<file path="config.mk">
export PLATFORM = sky130hd
export DESIGN_NAME = bmhq_ctrl
export DESIGN_NICKNAME = d
export VERILOG_FILES = /design/src/hw/rtl/bmhq_pkg.sv /design/src/hw/rtl/bmhq_ctrl.sv
export SDC_FILE = /design/constraint.sdc
export NUM_CORES = 1
export LEC_CHECK = 0
export BUFFER_PORTS_ARGS = -buffer_cell sky130_fd_sc_hd__buf_2
export CELL_PAD_IN_SITES_DETAIL_PLACEMENT = 0
export CELL_PAD_IN_SITES_GLOBAL_PLACEMENT = 1
export CORE_AREA = 3 3 160 162
export DETAILED_ROUTE_END_ITERATION = 7
export DIE_AREA = 0 0 163 165
export GPL_ROUTABILITY_DRIVEN = 0
export PLACE_DENSITY = 0.82
export SLEW_MARGIN = 25
export SYNTH_ARGS = -nofsm -noshare
export SYNTH_HDL_FRONTEND = slang
export SYNTH_SLANG_ARGS = --single-unit
</file>
<file path="constraint.sdc">
create_clock -name clk -period 7.6 [get_ports clk]
set_input_delay 0.38 -clock clk [delete_from_list [all_inputs] [get_ports clk]]
set_output_delay 0.38 -clock clk [all_outputs]
set_load 0.02 [all_outputs]
</file>
<file path="src/hw/rtl/bmhq_pkg.sv">
// ----------------------------------------------------------------------------
// bmhq_pkg: shared types and constants of the binary min-heap queue
// Entry, transaction payload and memory request types, command and status
// codes, and the capacity of the heap store.
// ----------------------------------------------------------------------------
`default_nettype none

package bmhq_pkg;

  // Heap geometry and field widths
  localparam int CAPACITY   = 256;
  localparam int TAG_BITS   = 16;
  localparam int KEY_BITS   = 32;
  localparam int ADDR_BITS  = $clog2(CAPACITY);
  localparam int CNT_BITS   = $clog2(CAPACITY + 1);
  // child index 2*pos+2 needs two more bits than a position
  localparam int CHILD_BITS = ADDR_BITS + 2;

  // Command codes
  localparam logic CMD_INSERT = 1'b0;
  localparam logic CMD_REMOVE = 1'b1;

  // Status codes
  localparam logic [1:0] STAT_OK    = 2'd0;
  localparam logic [1:0] STAT_EMPTY = 2'd1;
  localparam logic [1:0] STAT_FULL  = 2'd2;

  typedef struct packed {
    logic [TAG_BITS-1:0] tag;
    logic [KEY_BITS-1:0] key;
  } entry_t;

  typedef struct packed {
    logic                cmd;
    logic [TAG_BITS-1:0] item_tag;
    logic [KEY_BITS-1:0] priority_key;
  } in_t;

  typedef struct packed {
    logic [TAG_BITS-1:0] removed_tag;
    logic                tag_valid;
    logic [1:0]          status;
    logic [CNT_BITS-1:0] entry_count;
  } out_t;

  // One write port and two read ports of the heap store
  typedef struct packed {
    logic                 we;
    logic [ADDR_BITS-1:0] waddr;
    entry_t               wdata;
    logic                 re;
    logic [ADDR_BITS-1:0] raddr_a;
    logic [ADDR_BITS-1:0] raddr_b;
  } mem_req_t;

  function automatic out_t mk_out(logic [TAG_BITS-1:0] rtag, logic valid,
                                  logic [1:0] stat, logic [CNT_BITS-1:0] cnt);
    out_t o;
    o.removed_tag = rtag;
    o.tag_valid   = valid;
    o.status      = stat;
    o.entry_count = cnt;
    return o;
  endfunction

endpackage

`default_nettype wire

</file>
<file path="src/hw/rtl/bmhq_ctrl.sv">
// ----------------------------------------------------------------------------
// bmhq_ctrl: sift sequencer of the heap queue
// Holds the moving entry in a register and walks it up or down the heap,
// one level per cycle: each level compares the returned read data, writes
// the displaced entry back and issues the reads of the next level.
// ----------------------------------------------------------------------------
`default_nettype none

module bmhq_ctrl
  import bmhq_pkg::*;
(
  input  wire logic   clk,
  input  wire logic   rst_n,
  input  wire logic   start,
  input  wire in_t    in_data,
  output logic        busy,
  output logic        out_strobe,
  output out_t        out_data,
  output mem_req_t    mem_req,
  input  wire entry_t rd_a,
  input  wire entry_t rd_b
);

  typedef enum logic [4:0] {
    ST_IDLE = 5'b00001,
    ST_UP   = 5'b00010,
    ST_ROOT = 5'b00100,
    ST_DOWN = 5'b01000,
    ST_PUT  = 5'b10000
  } state_t;

  state_t                state_r, state_nxt;
  logic [CNT_BITS-1:0]   cnt_r, cnt_nxt;
  logic [ADDR_BITS-1:0]  pos_r, pos_nxt;
  logic [CHILD_BITS-1:0] idx_r, idx_nxt;   // parent (up) or left child (down)
  entry_t                cur_r, cur_nxt;
  logic [TAG_BITS-1:0]   rtag_r, rtag_nxt;
  logic                  rm_r, rm_nxt;
  logic                  out_valid_r, out_valid_nxt;
  out_t                  out_r, out_nxt;

  // sift-down pick
  logic                  r_ok;
  logic                  take_r;
  logic                  gt_a;
  logic                  gt_b;
  logic                  swap_dn;
  entry_t                pick;
  logic [CHILD_BITS-1:0] pick_idx;
  logic [CHILD_BITS-1:0] next_left;
  logic [CHILD_BITS-1:0] next_right;
  logic [CHILD_BITS-1:0] cnt_ext;
  // sift-up parent
  logic [ADDR_BITS-1:0]  par;
  logic [ADDR_BITS-1:0] up_par;

  assign cnt_ext    = CHILD_BITS'(cnt_r);
  assign par        = idx_r[ADDR_BITS-1:0];
  assign up_par     = (par - ADDR_BITS'(1)) >> 1;

  // child compare: ties go left; key compares run in parallel
  assign r_ok       = (idx_r + CHILD_BITS'(1)) < cnt_ext;
  assign take_r     = r_ok && (rd_b.key < rd_a.key);
  assign gt_a       = cur_r.key > rd_a.key;
  assign gt_b       = cur_r.key > rd_b.key;
  assign swap_dn    = take_r ? gt_b : gt_a;
  assign pick       = take_r ? rd_b : rd_a;
  assign pick_idx   = idx_r + CHILD_BITS'(take_r);
  assign next_left  = CHILD_BITS'({pick_idx[ADDR_BITS-1:0], 1'b1});
  assign next_right = next_left + CHILD_BITS'(1);

  // next-state logic
  always_comb begin
    state_nxt     = state_r;
    cnt_nxt       = cnt_r;
    pos_nxt       = pos_r;
    idx_nxt       = idx_r;
    cur_nxt       = cur_r;
    rtag_nxt      = rtag_r;
    rm_nxt        = rm_r;
    out_valid_nxt = 1'b0;
    out_nxt       = out_r;
    mem_req       = '0;

    case (state_r)
      ST_IDLE: begin
        if (start) begin
          if (in_data.cmd == CMD_INSERT) begin
            if (cnt_r >= CNT_BITS'(CAPACITY)) begin
              out_valid_nxt = 1'b1;
              out_nxt       = mk_out('0, 1'b0, STAT_FULL, cnt_r);
            end else begin
              cur_nxt.tag = in_data.item_tag;
              cur_nxt.key = in_data.priority_key;
              pos_nxt     = cnt_r[ADDR_BITS-1:0];
              cnt_nxt     = cnt_r + CNT_BITS'(1);
              rm_nxt      = 1'b0;
              if (cnt_r == '0) begin
                state_nxt = ST_PUT;
              end else begin
                idx_nxt         = CHILD_BITS'((cnt_r - CNT_BITS'(1)) >> 1);
                mem_req.re      = 1'b1;
                mem_req.raddr_a = ADDR_BITS'((cnt_r - CNT_BITS'(1)) >> 1);
                state_nxt       = ST_UP;
              end
            end
          end else begin
            if (cnt_r == '0) begin
              out_valid_nxt = 1'b1;
              out_nxt       = mk_out('0, 1'b0, STAT_EMPTY, '0);
            end else begin
              // fetch root and last entry together
              cnt_nxt         = cnt_r - CNT_BITS'(1);
              pos_nxt         = '0;
              rm_nxt          = 1'b1;
              mem_req.re      = 1'b1;
              mem_req.raddr_a = '0;
              mem_req.raddr_b = ADDR_BITS'(cnt_r - CNT_BITS'(1));
              state_nxt       = ST_ROOT;
            end
          end
        end
      end

      ST_UP: begin
        if (cur_r.key < rd_a.key) begin
          // parent moves down into the hole
          mem_req.we    = 1'b1;
          mem_req.waddr = pos_r;
          mem_req.wdata = rd_a;
          pos_nxt       = par;
          if (par == '0) begin
            state_nxt = ST_PUT;
          end else begin
            idx_nxt         = CHILD_BITS'(up_par);
            mem_req.re      = 1'b1;
            mem_req.raddr_a = up_par;
          end
        end else begin
          mem_req.we    = 1'b1;
          mem_req.waddr = pos_r;
          mem_req.wdata = cur_r;
          out_valid_nxt = 1'b1;
          out_nxt       = mk_out('0, 1'b0, STAT_OK, cnt_r);
          state_nxt     = ST_IDLE;
        end
      end

      ST_ROOT: begin
        rtag_nxt = rd_a.tag;
        cur_nxt  = rd_b;
        if (cnt_r == '0) begin
          out_valid_nxt = 1'b1;
          out_nxt       = mk_out(rd_a.tag, 1'b1, STAT_OK, cnt_r);
          state_nxt     = ST_IDLE;
        end else if (cnt_r == CNT_BITS'(1)) begin
          mem_req.we    = 1'b1;
          mem_req.waddr = '0;
          mem_req.wdata = rd_b;
          out_valid_nxt = 1'b1;
          out_nxt       = mk_out(rd_a.tag, 1'b1, STAT_OK, cnt_r);
          state_nxt     = ST_IDLE;
        end else begin
          idx_nxt         = CHILD_BITS'(1);
          mem_req.re      = 1'b1;
          mem_req.raddr_a = ADDR_BITS'(1);
          mem_req.raddr_b = ADDR_BITS'(2);
          state_nxt       = ST_DOWN;
        end
      end

      ST_DOWN: begin
        if (swap_dn) begin
          // smaller child moves up into the hole
          mem_req.we    = 1'b1;
          mem_req.waddr = pos_r;
          mem_req.wdata = pick;
          pos_nxt       = pick_idx[ADDR_BITS-1:0];
          if (next_left < cnt_ext) begin
            idx_nxt         = next_left;
            mem_req.re      = 1'b1;
            mem_req.raddr_a = next_left[ADDR_BITS-1:0];
            mem_req.raddr_b = next_right[ADDR_BITS-1:0];
          end else begin
            state_nxt = ST_PUT;
          end
        end else begin
          mem_req.we    = 1'b1;
          mem_req.waddr = pos_r;
          mem_req.wdata = cur_r;
          out_valid_nxt = 1'b1;
          out_nxt       = mk_out(rtag_r, 1'b1, STAT_OK, cnt_r);
          state_nxt     = ST_IDLE;
        end
      end

      ST_PUT: begin
        mem_req.we    = 1'b1;
        mem_req.waddr = pos_r;
        mem_req.wdata = cur_r;
        out_valid_nxt = 1'b1;
        out_nxt       = rm_r ? mk_out(rtag_r, 1'b1, STAT_OK, cnt_r)
                             : mk_out('0, 1'b0, STAT_OK, cnt_r);
        state_nxt     = ST_IDLE;
      end

      default: begin
        state_nxt = ST_IDLE;
      end
    endcase
  end

  // control state
  always_ff @(posedge clk) begin
    if (!rst_n) begin
      state_r     <= ST_IDLE;
      cnt_r       <= '0;
      out_valid_r <= 1'b0;
    end else begin
      state_r     <= state_nxt;
      cnt_r       <= cnt_nxt;
      out_valid_r <= out_valid_nxt;
    end
  end

  // datapath registers
  always_ff @(posedge clk) begin
    pos_r  <= pos_nxt;
    idx_r  <= idx_nxt;
    cur_r  <= cur_nxt;
    rtag_r <= rtag_nxt;
    rm_r   <= rm_nxt;
    out_r  <= out_nxt;
  end

  assign busy       = (state_r != ST_IDLE);
  assign out_strobe = out_valid_r;
  assign out_data   = out_r;

endmodule

`default_nettype wire

</file>
# == Yosys cells after proc, flatten, opt, wreduce, memory -nomap -nowiden ==
# Index checks and enable logic that the tools add are counted.
# word_totals
ff_bits,126
latchBits,0
ramBits,0
mem_bits_ro,0
inputBits,148
out_inout_bits,104
wordCells,147
memories,0
# classes
n_addsub,7
multipliers,0
n_div,0
order_cmp,7
n_eq_ne,28
n_shift,0
n_mux,79
bitwise_logic,0
reduce_logical,13
# op_table
cell,n
two-way mux 48 bit,6
two-way mux 28 bit,9
case mux 57 bit (4 select lines),1
case mux 28 bit (5 select lines),1
two-way mux 10 bit,10
case mux 48 bit (2 select lines),1
two-way mux 17 bit,5
two-way mux 74 bit,1
two-way mux 9 bit,8
> comparator 32 bit,2
less-than comparator 32 bit,2
two-way mux 57 bit,1
two-way mux 8 bit,7
two-way mux 5 bit,10
case mux 8 bit (3 select lines),2
case mux 10 bit (4 select lines),1
case mux 9 bit (4 select lines),1
"!= test 2 bit, second input constant",14
"!= test 3 bit, second input constant",7
case mux 5 bit (4 select lines),1
two-way mux 1 bit,12
AND reduction 11 bit,1
"adder 10 x 1 -> 10 bit, second input constant",1
less-than comparator 10 x 9 -> 1 bit,1
28 further kinds,29

# == Longest topological paths before layout ==
# Gate-level depths: netlist (run 1).
# logic_depth
ltp_word,8
depth_mapped,24
depth_no_buf,22

# == Worst setup path after synthesis (run 1) ==
# Ideal clock, no wire load.
# synth_path
kind,register -> register
start,register idx_r[2]
end,"register idx_r[0], enable pin"
setup_time_ns,0.427
arrival_time_ns,5.482
required_ns,7.173
slack_ns,1.692
path_stages_with_launch,22
path_buffers,1
period_less_slack_ns,5.908
cell_sequence,edfxtp_1 clkbuf_1 nand2_1 nor3_1 xnor2_1 ha_1 a211oi_1 nand2_1 a2111oi_4 o211ai_1 a31o_1 inv_1 ha_1 ha_1 nand3_1 xnor2_1 ha_1 a21oi_1 o21ai_0 a21oi_1 o21ai_0 a2111oi_0
# synth_between
elab_chain_len,7
word_cells_on_any_way,11
classes_between,add/sub: 2; order compare: 2; eq/ne: 3; mux: 1; reduce/logical: 3
# synth_lines
element,line,rtl
"start, declared",bmhq_ctrl.sv:35,"logic [CHILD_BITS-1:0] idx_r, idx_nxt;"
"start signal, assigned",bmhq_ctrl.sv:229,idx_r <= idx_nxt;
adder 10 x 1 -> 10 bit,bmhq_ctrl.sv:62,assign r_ok = (idx_r + CHILD_BITS'(1)) < cnt_ext;
less-than comparator 10 x 9 -> 1 bit,bmhq_ctrl.sv:62,
logical AND 1 bit,bmhq_ctrl.sv:63,assign take_r = r_ok && (rd_b.key < rd_a.key);
adder 8 x 1 -> 8 bit,bmhq_ctrl.sv:68,assign pick_idx = idx_r + CHILD_BITS'(take_r);
less-than comparator 9 bit,bmhq_ctrl.sv:179,if (next_left < cnt_ext) begin
!= test 2 bit (no line),-,
AND reduction 11 bit (no line) (*),-,
# Mark *: on every way between the ends. The rest lies on a longest branch, timed or not.
# A chain may end at the register's enable or synchronous reset.

==> impl_summary.log, run 1 <==
[metrics] post-synthesis instance area: 9680 um2
[metrics] LEAKAGE: around 5.5 nW
[metrics] Initial DRC Count: roughly 700
[metrics] Syn Inst Count: ~1100
[metrics] HP Class: in2reg
[metrics] Final period util: 0.859
[metrics] number of global-route vias before repair: 8959
[metrics] area of combinational cells with multiple inputs: 5540 um2
[metrics] total count of hold-check failures in the final report: 0
[metrics] Yosys Warn Count: 0
[metrics] compound-gate portion of the synthesized area: 0.211
[metrics] floorplan row count: between 50 and 60
[metrics] number of pins with negative max-slew slack in the final report: 0
[metrics] Adder-Cell Fraction of Synth Area: 0.153
[metrics] most common cell after layout, fill and taps aside: buf_2
[metrics] area growth from synthesis to final layout: 22.6%
[metrics] DR vias/cell: 5.58
[metrics] share of synthesized registers carrying an async set or reset: 0
[metrics] average wire per cell in the routed design: 19.5 um
[metrics] count of unresolved DRC violations after routing: 0
[metrics] Clock Path Buffers: 2
[metrics] count of cell types in the netlist: 63
[metrics] overall die height: 165 um
[metrics] number of CTS-inserted buffers: 17
[metrics] number of clock sinks: around 130
[metrics] via count: approximately 9100
[metrics] minimum period implied by the final worst setup slack: about 6.5 ns
[metrics] clock slew at reported path FFs: about 0.070 ns
[metrics] clock tree from TritonCTS: yes
[metrics] Post-synth top flop: edfxtp_1
[metrics] Buffers on Ports: about 250
[metrics] post-route ant nets: 0
[metrics] register area: between 3000 and 4000 um2
[metrics] final setup violation count: 0
[metrics] final wirelength: 31900 um
[metrics] maximum number of pins on one net before global-route repair: between 80 and 90
[metrics] antenna violations before repair: 2
[metrics] main combinational cell family by area after synthesis: compound AO/OA/AOI/OAI gates
[metrics] CTS H-Tree Depth: 4
[metrics] Post-Synth XOR/XNOR Area: 0.0317
[metrics] multiplexer share of the synthesized area: 0.00310
[metrics] register area share after synthesis: 0.372
[metrics] total half-perimeter wirelength after legalization and detailed placement: about 24000 um
[metrics] run status: finished clean
[metrics] detailed-routing iteration count for the pre-antenna-repair pass: 5
[metrics] RSZ-0062 raised after global routing: no
[metrics] count of hold-fix buffers inserted at cts: 0
[metrics] Placed Instances: between 1500 and 2000
[metrics] setup TNS after final layout: 0 ns
[metrics] Peak supply drop: between 0.0002 and 0.0003 V
[metrics] Boundary Pins: approximately 250
[metrics] simple-gate share of the synthesized area: 0.168
[metrics] critical path class: reg2out
[metrics] endpoint required time on the critical path: 7.22 ns
[metrics] Die Area: 26900 um2
[metrics] Post-Layout Cell Count: roughly 1600
[metrics] Relative slew margins: 0.317
[metrics] Core ar.: 24200 um2
[metrics] measured slew at the worst slew-check pin: a little over 1 ns
[metrics] Post-Route Skew: approximately 0.013 ns
[metrics] Die X-Extent: about 160 um
[metrics] power per cell area: ~330 nW/um2
[metrics] highest clock frequency the design can meet: approximately 0.15 GHz
[metrics] wire length of the first global-routing pass: 49100 um
[metrics] endpoint type of the worst setup path: output port
[metrics] number of flops mapped to enable cells by yosys: 110
[metrics] Worst Setup Start Kind: register
[metrics] mean area per synthesized cell: 9.10 um2
[metrics] Critical Path AT: 6.15 ns
[metrics] Post-CTS Repair Setup Buffers: 0
[metrics] number of nets in the layout: 1562
[metrics] post-cts repair resize count: 0
[metrics] Max Cap Viol: 0
[metrics] fillcell total: about 2400
[metrics] flip-flop and latch count after synthesis: around 130
[metrics] CTS Root Cell: clkbuf_16
[metrics] source-to-sink clock delay at the later pin of the worst-skew pair: roughly 0.42 ns
[metrics] Net Count, Synth: roughly 1300
[metrics] global-route usage over all layers: 0.234
[metrics] biggest fanout along the worst timing path: 19
[metrics] effective utilization at floorplan: 0.399
[metrics] commonest cells after routing, fill and taps aside: 251 x buf_2, 144 x nand2_1, 118 x ha_1
[metrics] remaining global-route overflow: 0
[metrics] layout cell share with drive strength beyond 1: 0.244
==> cell families (layout without fill, tap and decap cells) <==
group / count (synthesis) / count (layout)
xor+xnor: 35 / 35
flops: 125 / 125
fa+ha+maj: 118 / 118
mux: 3 / 3
compound gates: 293 / 293
simple gates: 342 / 342
buf+inv: 148 / 393
other cells: 0 / 3
==> cell usage after synthesis (all sizes together) (14+ instances only) <==
cell type	number	area, um2
edfxtp	110	3300
inv	95	357
a221o	49	490
xnor2	25	219
buf	14	90.1
nand3	30	150
and2	27	169
nor3	15	75.1
nand4	21	138
dfxtp	15	300
a22o	16	140
o21ai	69	345
nor2	59	221
a21oi	91	455
nand2	144	541
ha	118	1480
clkbuf	37	139
==> final cells by class <==
cell class / instances / area share
Sequential cell: 125 / 0.304
Clock buffer: 17 / 0.0358
Antenna cell: 3 / 0.000632
Timing Repair Buffer: 264 / 0.114
Clock inverter: 15 / 0.0144
Inverter: 97 / 0.0307
Multi-Input combinational cell: 791 / 0.467
Tap cell: 324 / 0.0342
==> layer usage <==
metal | global-route usage | vias up | share of wire
met1 | 0.310 | 4335 | 0.44
met2 | 0.394 | 338 | 0.47
met3 | 0.0293 | 50 | 0.060
met5 | 0 | - | 0
li1 | - | 4412 | -
met4 | 0.0815 | 0 | 0.025
==> worst max-delay path, cell delays in order, from the launching register on <==
cell and delay, ns:
edfxtp_1 0.65, nand4_2 0.22, nor3_1 0.25, xnor2_1 0.14, ha_1 0.28, a211oi_1 0.24
nand2_1 0.11, a2111oi_4 0.18, o211ai_1 0.15, a31o_1 0.31, inv_1 0.09, ha_1 0.16
ha_1 0.26, nand3_1 0.12, xnor2_1 0.42, ha_1 0.34, a21oi_1 0.12, o21ai_0 0.10
a21oi_1 0.16, o21ai_0 0.15, or3b_1 0.70, o221ai_1 0.33, buf_2 0.21
==> power breakdown <==
group	leakage [nW]	total (mW)	internal [mW]	switching (mW)
logic	4.09	1.91	0.688	1.22
registers	1.14	1.21	1.04	0.172
clock network	0.283	0.847	0.469	0.378
==> flip-flops by register name, indices dropped and copies added, names as in the netlist <==
name / cells
cur_r: 48
out_data: 28
rtag_r: 16
cnt_r: 9
idx_r: 9
pos_r: 8
state_r: 5
out_strobe: 1
rm_r: 1
==> through the flow <==
| stage | hold slack [ns] | power [mW] | utilization | instance area (um2) | setup slack [ns] |
|---|---|---|---|---|---|
| after CTS | 0.154 | 3.98 | 0.489 | 11900 | 1.12 |
| final | 0.171 | 3.97 | 0.490 | 11900 | 1.07 |
| after detailed placement | 0.519 | 3.11 | 0.465 | 11300 | 1.60 |
| after global placement | 0.517 | 3.11 | 0.465 | 11300 | 1.84 |
| after global routing | 0.154 | 4.25 | 0.489 | 11900 | 0.551 |
| after floorplan | 0.479 | 2.51 | - | 9680 | 1.69 |
==> final timing paths <==
check / end / depth (start not counted) / slack, ns / from
worst max-delay path: mem_req[13] / 22 / 1.07 / idx_r[3]
worst min-delay path: rtag_r[10] / 1 / 0.17 / rd_a[42]
worst max register to register: state_r[2] / 21 / 1.97 / idx_r[3]
worst min register to register: out_data[24] / 1 / 0.53 / rtag_r[12]
Note: power is estimated with default switching activity, not from simulation.
==> run 2: changes to the inputs <==
==> constraint.sdc (replaced) <==
create_clock -name clk -period 7.4 [get_ports clk]
set_input_delay 0.37 -clock clk [delete_from_list [all_inputs] [get_ports clk]]
set_output_delay 0.37 -clock clk [all_outputs]
set_load 0.02 [all_outputs]
==> impl_summary.log, run 2 (synthesized netlist as in run 1, its figures left out) <==
[metrics] Peak supply drop: around 0.00028 V
[metrics] floorplan row count: 57
[metrics] HP Class: in2reg
[metrics] power per cell area: approximately 340 nW/um2
[metrics] antenna violations before repair: 2
[metrics] final setup violation count: 0
[metrics] RSZ-0062 raised after global routing: no
[metrics] flip-flop count of the largest register after layout: between 40 and 50
[metrics] total half-perimeter wirelength after legalization and detailed placement: 23900 um
[metrics] Post-Place Worst Slack: about 1.5 ns
[metrics] Core ar.: ~24000 um2
[metrics] number of pins with negative max-slew slack in the final report: 0
[metrics] number of global-route vias before repair: between 8000 and 9000
[metrics] count of hold-fix buffers inserted at cts: 0
[metrics] endpoint type of the worst setup path: output port
[metrics] total count of hold-check failures in the final report: 0
[metrics] wire length of the first global-routing pass: 48700 um
[metrics] Final period util: 0.884
[metrics] clock tree from TritonCTS: yes
[metrics] fillcell total: 2363
[metrics] count of unresolved DRC violations after routing: 0
[metrics] run status: finished clean
[metrics] Worst Setup Start Kind: register
[metrics] CTS Root Cell: clkbuf_16
[metrics] post-route ant nets: 0
[metrics] Hold Startpoint: rd_a[42]
[metrics] number of nets in the layout: approximately 1600
[metrics] Critical Path AT: 6.17 ns
[metrics] source-to-sink clock delay at the later pin of the worst-skew pair: roughly 0.43 ns
[metrics] Initial DRC Count: approximately 870
[metrics] via count: a little over 9000
[metrics] most common cell after layout, fill and taps aside: buf_2
[metrics] Relative slew margins: 0.299
[metrics] post-cts repair resize count: 0
[metrics] overall die height: between 150 and 200 um
[metrics] Die X-Extent: approximately 160 um
[metrics] endpoint required time on the critical path: approximately 7 ns
[metrics] CTS H-Tree Depth: 4
[metrics] critical path class: reg2out
[metrics] global-route usage over all layers: 0.231
[metrics] commonest cells after routing, fill and taps aside: 251 x buf_2, 144 x nand2_1, 118 x ha_1
[metrics] LEAKAGE: roughly 5.5 nW
[metrics] Post-Route Skew: approximately 0.017 ns
[metrics] effective utilization at floorplan: 0.399
[metrics] setup TNS after final layout: 0 ns
[metrics] Post-CTS Repair Setup Buffers: 0
[metrics] Die Area: between 20000 and 30000 um2
[metrics] Boundary Pins: about 250
[metrics] Buffers on Ports: about 250
[metrics] measured slew at the worst slew-check pin: roughly 1.0 ns
[metrics] layout cell share with drive strength beyond 1: 0.244
[metrics] Max Cap Viol: 0
[metrics] minimum period implied by the final worst setup slack: around 6.5 ns
[metrics] remaining global-route overflow: 0
[metrics] register area: about 3600 um2
[metrics] area of combinational cells with multiple inputs: 5540 um2
[metrics] number of clock sinks: 125
[metrics] highest clock frequency the design can meet: roughly 0.15 GHz
[metrics] Worst Setup SP: idx_r[3]
[metrics] clock slew at reported path FFs: roughly 0.070 ns
[metrics] Clock Path Buffers: 2
[metrics] final wirelength: around 32000 um
[metrics] detailed-routing iteration count for the pre-antenna-repair pass: 5
[metrics] largest register by flop count: cur_r
[metrics] maximum number of pins on one net before global-route repair: 84
[metrics] number of CTS-inserted buffers: 17
[metrics] biggest fanout along the worst timing path: 19
[metrics] area growth from synthesis to final layout: 22.6%
[metrics] average wire per cell in the routed design: roughly 20 um
[metrics] DR vias/cell: between 5 and 6
[metrics] start of the worst register-to-register path: idx_r[3]
[metrics] final worst-path setup slack: between 0.8 and 0.9 ns
## run 2: final cells by class
type / count / area share
multi-input cells: 791 / 0.467
diodes: 2 / 0.000422
flip-flops and latches: 125 / 0.304
clock buffers: 17 / 0.0359
well taps: 324 / 0.0342
inverters: 97 / 0.0307
clock inverters: 15 / 0.0139
repair buffers: 264 / 0.114
## run 2: final timing paths
check                           slack [ns]            to  cells after the start
worst max-delay path                  0.86   mem_req[12]                     22
worst min-delay path                  0.16    rtag_r[10]                      1
worst max register to register        1.75    state_r[2]                     21
worst min register to register        0.54  out_data[13]                      1
## run 2: critical path, stage by stage (launching register included)
cell and delay (ns):
edfxtp_1 0.65, nand4_2 0.22, nor3_1 0.26, xnor2_1 0.15
ha_1 0.27, a211oi_1 0.23, nand2_1 0.11, a2111oi_4 0.18
o211ai_1 0.15, a31o_1 0.31, inv_1 0.09, ha_1 0.16
ha_1 0.25, nand3_1 0.12, xnor2_1 0.48, ha_1 0.35
a21oi_1 0.12, o21ai_0 0.10, a21oi_1 0.16, o21ai_0 0.16
or3b_1 0.71, o221ai_1 0.33, buf_2 0.21
## run 2: where the power goes
part	leakage, nW	switching, mW	internal, mW
clock network	0.287	0.393	0.454
registers	1.14	0.176	1.07
logic	4.09	1.26	0.705
total	5.53	1.83	2.23
## run 2: metal layers
metal,GRT usage,share of wire,up-vias
met4,0.0823,0.025,0
li1,-,-,4410
met1,0.304,0.43,4386
met2,0.390,0.47,411
met3,0.0329,0.070,62
met5,0,0,-
## run 2: metrics by stage
step / hold WS (ns) / power, mW / cells / cell area [um2] / utilization
after detailed placement: 0.520 / 3.20 / 1601 / 11300 / 0.465
after global routing: 0.140 / 4.34 / 1635 / 11900 / 0.489
after CTS: 0.135 / 4.06 / 1633 / 11900 / 0.489
after floorplan: 0.469 / 2.57 / 1064 / 9680 / -
after global placement: 0.517 / 3.19 / 1601 / 11300 / 0.465
final: 0.163 / 4.06 / 1635 / 11900 / 0.489
